### src/rtl/core/pps_pkg.sv
`timescale 1ns / 1ps
// ----------------------------------------------------------------------------
// pps_pkg: shared types and constants of the particle pool stepper
// Pool depth, field widths and the command/status words that pass between
// the controller and the datapath.
// ----------------------------------------------------------------------------
package pps_pkg;

	// pool geometry
	localparam int POOL_SLOTS = 64;
	localparam int IDX_W      = (POOL_SLOTS > 1) ? $clog2(POOL_SLOTS) : 1;
	localparam int CNT_W      = $clog2(POOL_SLOTS + 1);

	// fixed field widths
	localparam int POS_W  = 26;
	localparam int VEL_W  = 15;
	localparam int LIFE_W = 16;
	localparam int TINT_W = 16;
	localparam int SLOT_W = 6;
	localparam int TOT_W  = 7;

	// report kinds
	localparam logic [1:0] RK_ADD   = 2'd0;
	localparam logic [1:0] RK_LIVE  = 2'd1;
	localparam logic [1:0] RK_EMPTY = 2'd2;

	// controller -> datapath commands
	typedef struct packed {
		logic load;        // latch input word
		logic cnt_clr;     // restart slot counter and report count
		logic cnt_step;    // advance slot counter
		logic add_commit;  // store latched particle at counter slot
		logic emit_reject; // answer a rejected add
		logic emit_empty;  // answer a tick with nothing live
		logic upd_issue;   // read counter slot for the update pass
		logic rep_issue;   // read counter slot for the report pass
	} pps_cmd_t;

	// datapath -> controller status
	typedef struct packed {
		logic full;        // every slot busy
		logic cnt_last;    // counter at the final slot
		logic slot_free;   // slot at the counter is free
		logic count_zero;  // nothing live
	} pps_stat_t;

endpackage

### src/rtl/core/pps_ctrl.sv
`timescale 1ns / 1ps
// ----------------------------------------------------------------------------
// pps_ctrl: sequencer of the particle pool stepper
// Decodes accepted words and steps the datapath through the free slot scan
// of an add, or the update pass and report pass of a tick.
// ----------------------------------------------------------------------------
module pps_ctrl
	import pps_pkg::*;
(
	input  logic      clk,
	input  logic      arst_n,
	input  logic      start,
	input  logic      kind,
	input  pps_stat_t stat,
	output pps_cmd_t  cmd,
	output logic      busy
);

	typedef enum logic [6:0] {
		ST_IDLE      = 7'b0000001,
		ST_ADD_SCAN  = 7'b0000010,
		ST_UPD       = 7'b0000100,
		ST_UPD_DRAIN = 7'b0001000,
		ST_CHK       = 7'b0010000,
		ST_REP       = 7'b0100000,
		ST_REP_DRAIN = 7'b1000000
	} pps_state_t;

	pps_state_t state_q, state_d;

	// state register
	always_ff @(posedge clk or negedge arst_n) begin
		if (!arst_n) begin
			state_q <= ST_IDLE;
		end else begin
			state_q <= state_d;
		end
	end

	// next state and commands
	always_comb begin
		state_d = state_q;
		cmd     = '0;
		case (state_q)
			ST_IDLE: begin
				if (start) begin
					cmd.load    = 1'b1;
					cmd.cnt_clr = 1'b1;
					if (!kind) begin
						if (stat.full) begin
							cmd.emit_reject = 1'b1;
						end else begin
							state_d = ST_ADD_SCAN;
						end
					end else begin
						state_d = ST_UPD;
					end
				end
			end
			ST_ADD_SCAN: begin
				if (stat.slot_free) begin
					cmd.add_commit = 1'b1;
					state_d        = ST_IDLE;
				end else begin
					cmd.cnt_step = 1'b1;
				end
			end
			ST_UPD: begin
				cmd.upd_issue = 1'b1;
				cmd.cnt_step  = 1'b1;
				if (stat.cnt_last) begin
					state_d = ST_UPD_DRAIN;
				end
			end
			ST_UPD_DRAIN: begin
				state_d = ST_CHK;
			end
			ST_CHK: begin
				cmd.cnt_clr = 1'b1;
				if (stat.count_zero) begin
					cmd.emit_empty = 1'b1;
					state_d        = ST_IDLE;
				end else begin
					state_d = ST_REP;
				end
			end
			ST_REP: begin
				cmd.rep_issue = 1'b1;
				cmd.cnt_step  = 1'b1;
				if (stat.cnt_last) begin
					state_d = ST_REP_DRAIN;
				end
			end
			ST_REP_DRAIN: begin
				state_d = ST_IDLE;
			end
			default: begin
				state_d = ST_IDLE;
			end
		endcase
	end

	assign busy = (state_q != ST_IDLE);

endmodule

### config.mk
export PLATFORM = sky130hd
export DESIGN_NAME = pps_ctrl
export DESIGN_NICKNAME = d
export VERILOG_FILES = /design/src/rtl/core/pps_pkg.sv /design/src/rtl/core/pps_ctrl.sv
export SDC_FILE = /design/constraint.sdc
export NUM_CORES = 1
export LEC_CHECK = 0
export ABC_AREA = 1
export BUFFER_PORTS_ARGS = -buffer_cell sky130_fd_sc_hd__buf_2
export CAP_MARGIN = 20
export CORE_AREA = 2 2 39 41
export CTS_CLUSTER_DIAMETER = 40
export CTS_CLUSTER_SIZE = 12
export DETAILED_ROUTE_END_ITERATION = 16
export DIE_AREA = 0 0 41 43
export PLACE_DENSITY_LB_ADDON = 0.3
export SETUP_SLACK_MARGIN = 0.05
export SYNTH_ARGS = -nofsm -noshare
export SYNTH_HDL_FRONTEND = slang
export SYNTH_SLANG_ARGS = --single-unit
### constraint.sdc
create_clock -name clk -period 2.2 [get_ports clk]
set_clock_uncertainty 0.15 [all_clocks]
set_input_delay 0.66 -clock clk [delete_from_list [all_inputs] [get_ports clk]]
set_output_delay 0.66 -clock clk [all_outputs]
set_load 0.01 [all_outputs]
---- After elaboration in Yosys (flattened, before gate mapping) ----
Cells that the tools add are included.
operators by class
  equality and inequality tests ........... 12
  mux-type cells .......................... 23
  reductions and logical operators ........ 2
operators by type and width
  cell                                                                     count
  7-bit two-way mux                                                        6
  7-bit one-hot mux with 6 select lines                                    1
  1-bit two-way mux                                                        12
  2-bit inequality test, second input constant                             4
  7-bit by 1-bit == test with 1-bit output, second input constant          1
  7-bit by 2-bit == test with 1-bit output, second input constant          1
  7-bit by 3-bit == test with 1-bit output, second input constant          1
  7-bit by 4-bit == test with 1-bit output, second input constant          1
  7-bit by 5-bit == test with 1-bit output, second input constant          1
  7-bit by 6-bit == test with 1-bit output, second input constant          1
  7-bit by 1-bit inequality test with 1-bit output, second input constant  1
  6-bit two-way mux                                                        1
  5-bit AND reduction                                                      1
  1-bit one-hot mux with 2 select lines                                    2
  3-bit inequality test, second input constant                             1
  2-bit two-way mux                                                        1
  2-bit OR reduction                                                       1
storage, ports and cells
  bits in registers ....................... 7
  input bits .............................. 8
  output and inout bits ................... 9
  word-level logic and storage cells ...... 38

---- Depth between registers and ports, before layout ----
  depth after elaboration ................. 4
  mapped depth ............................ 9
  depth with buffers taken out ............ 9

---- Least setup slack after synthesis ----
OpenSTA, ideal clock, no wires.
  path type ............................... flip-flop to output port
  from .................................... register state_q[0]
  to ...................................... output port cmd[6] (netlist bit)
  arrival ................................. 1.197 ns
  data required time ...................... 1.390 ns
  slack ................................... 0.193 ns
  cell stages (with the launch flop) ...... 7
  buffers on the path ..................... 0
  cells stage by stage .................... dfstp_2 > inv_2 > nor2_1 > nand2_1 > nor2_4 > inv_2 > o21ai_0
RTL lines
  what                    line            RTL
  from (decl)             pps_ctrl.sv:29  pps_state_t state_q, state_d;
  from (signal assigned)  pps_ctrl.sv:36  state_q <= state_d;
  to (decl)               pps_ctrl.sv:15  output pps_cmd_t cmd,

==> results.toml <==
[run_status]
status = "complete, but fails checks"
violations = "setup timing"

[synthesis]
synthesis.area_um2 = 549
synth_edf_count = 0
yosysMostFrequentCell = "nand2_1"
synth_flop_cell = "dfrtp_1"
syn_area_per_cell_um2 = 6.62
yosysTopAreaCellShare = 0.273
yosysWarnings = 0
ys_seq_area_frac = 0.321
synthTopCellsByCount = "nand2_1, nor2_1, inv_1"
postSynth.asyncResetShare = 1.00
yosysTopAreaCell = "dfrtp_1"
synthesis.instances = 83
synth_fp_nets = 91
ys_types = 16
ys_top_cells_by_area = "dfrtp_1, nand2_1, nor2_1, nor2_4, inv_1"
ys_ff_latch = 7

[timing]
whs_ns = 0.0765
tightest_slew_ns = 0.194
hold_viol = 0
setup_viol = 3
setup_slack_ns = -0.0423
maxSlewViolCount = 0
period_needed_ns = 2.24
relSlewSlack = 0.869
finalCritPeriodShare = 1.02
rsz0062_at_grt = "true"
fmax_mhz = 446

[floorplan]
core_area_mm2 = 0.00138
die_y_um = 43
row_count = 14
die_area_mm2 = 0.00176
fp.dieW_um = 41
initial_core_util = 0.397
ios = 17

[cells_and_area]
reg_top3 = "state_q: 7 flops"
area_growth_pct = 45.3
multi_input_area_um2 = 358
largest_reg_flops = 7
fin_nets = 121
fill_cells = 126
seq_area_um2 = 178
largest-register = "state_q"
drive_gt1_frac = 0.536
num_antenna_cells = 0

[clock_network]
cts_max_level = 1
worstSkewPairLatency_ns = 0.26
cts_root_buf = "clkbuf_4"
path_clk_slew_ns = 0.05
cts_tree = "built"
cts.sinks = 7
clk_path_buf_depth = 2
cts_hold_buf = 0
cts_buffers = 3

[grt]
grt_start_max_net_pins = 8
antenna_found_initial = 0
grt_overflow = 0
grt_pass1_wl_um = 2310
track_usage = 0.201
grt_pass1_vias = 575

[setup_path]
critPathMaxStageDelay_ns = 0.55
cpMaxStageDelayCell = "dfstp_2"
startpoint_type = "flop"
rr_worst_depth = 12
timing.critical_path.max_delay_family = "flip-flops"
worst-r2r-setup-slack_ns = 0.45
critPathArrivalTime_ns = 1.43
cp_cell_sequence = "buf_4 -> buf_6 -> nand2_2 -> nor2_4 -> nand3_2 -> nor2_1 -> buf_2"
critPathKind = "flop to output port"
endpoint_kind = "output port"
r2r-end = "state_q[0]$_DFFE_PN1P_"
path_max_fanout = 3
cp_num_buf_inv = 3
timing.rr.start = "state_q[0]$_DFFE_PN1P_"
required_ns = 1.39

[placement]
hpwlAfterDp_um = 962
dpl_worst_slack_ns = 0.160
io_buffers = 16
gp_congestion = 0.783

[route]
dr.pass1.iters = 4
detail_route.wl_per_cell_um = 10.5
ant_nets = 0
drtIter0Drc = 25
viasPerCell = 4.47
vias = 572
drcViolationCount = 0
wirelength_um = 1340

[min_path]
hp-class = "input port to async pin"

[pwr]
leakage_uw = 0.000445
ir_drop_mv = 0.717
powerDensity_mw_per_mm2 = 1160

[job]
maxCapViolations = 0
-- layer usage --
metal,global-route usage,routed length (µm),share of wire
met2,0.272,620,0.46
met1,0.236,584,0.44
met3,0.0628,71,0.053
met5,0,0,0
met4,0.187,65,0.048
-- cells in the final DEF, fill, tap and decap left out, types with 2 or more instances in the layout --
cell | netlist | routed
buf_2 | 0 | 14
buf_4 | 0 | 8
buf_6 | 0 | 3
clkbuf_4 | 0 | 3
dfrtp_1 | 6 | 5
inv_1 | 10 | 8
inv_2 | 4 | 6
nand2_1 | 23 | 17
nand2_2 | 2 | 8
nand3_1 | 2 | 2
nand3_2 | 3 | 3
nor2_1 | 19 | 14
nor2_2 | 2 | 5
nor2_4 | 5 | 7
-- what timing repair did --
item | CTS | global route
buffers inserted | 7 | 2
endpoints found under the setup margin | 6 | 7
gates cloned | 0 | 0
pin swaps | 9 | 3
resized for setup | 11 | 9
-- logic make-up (layout without fill, tap and decap cells) --
kind of cell	count (synthesis)	after routing	synth area share
simple gates	60	60	0.565
compound gates	2	2	0.0182
flops	7	7	0.321
buf+inv	14	43	0.0957
-- area by class of cell --
type	instances	share of cell area
well taps	16	0.0251
inverters	14	0.0658
clock buffers	4	0.0329
multi-input cells	62	0.448
repair buffers	25	0.205
flip-flops and latches	7	0.223
-- worst max path at each step --
stage	start	to	slack, ns	cells past startpoint
floorplan	state_q[0]$_DFFE_PN1P_	cmd[6]	0.19	6
global placement	kind	cmd[3]	0.18	5
detailed placement	state_q[0]$_DFFE_PN1P_	cmd[6]	0.16	7
CTS	state_q[0]$_DFFE_PN1P_	cmd[6]	-0.08	7
global route	state_q[0]$_DFFE_PN1P_	cmd[3]	-0.12	7
finish	state_q[0]$_DFFE_PN1P_	cmd[3]	-0.04	7
-- power by group --
part / switching [µW] / total, µW / internal, µW
combinational: 333 / 608 / 275
sequential: 33.5 / 199 / 165
clock: 50.7 / 120 / 69.4
total: 417 / 927 / 509
-- stage by stage --
step	TNS [ns]	area [µm²]	power (µW)	util	std cells
after floorplan	0	549	495	-	83
after global placement	0	649	589	0.469	115
after detailed placement	0	649	596	0.469	115
after CTS	-0.179	761	851	0.550	126
after global routing	-0.465	798	1010	0.577	128
final	-0.104	798	927	0.577	128
(Power assumes the default switching activity.)
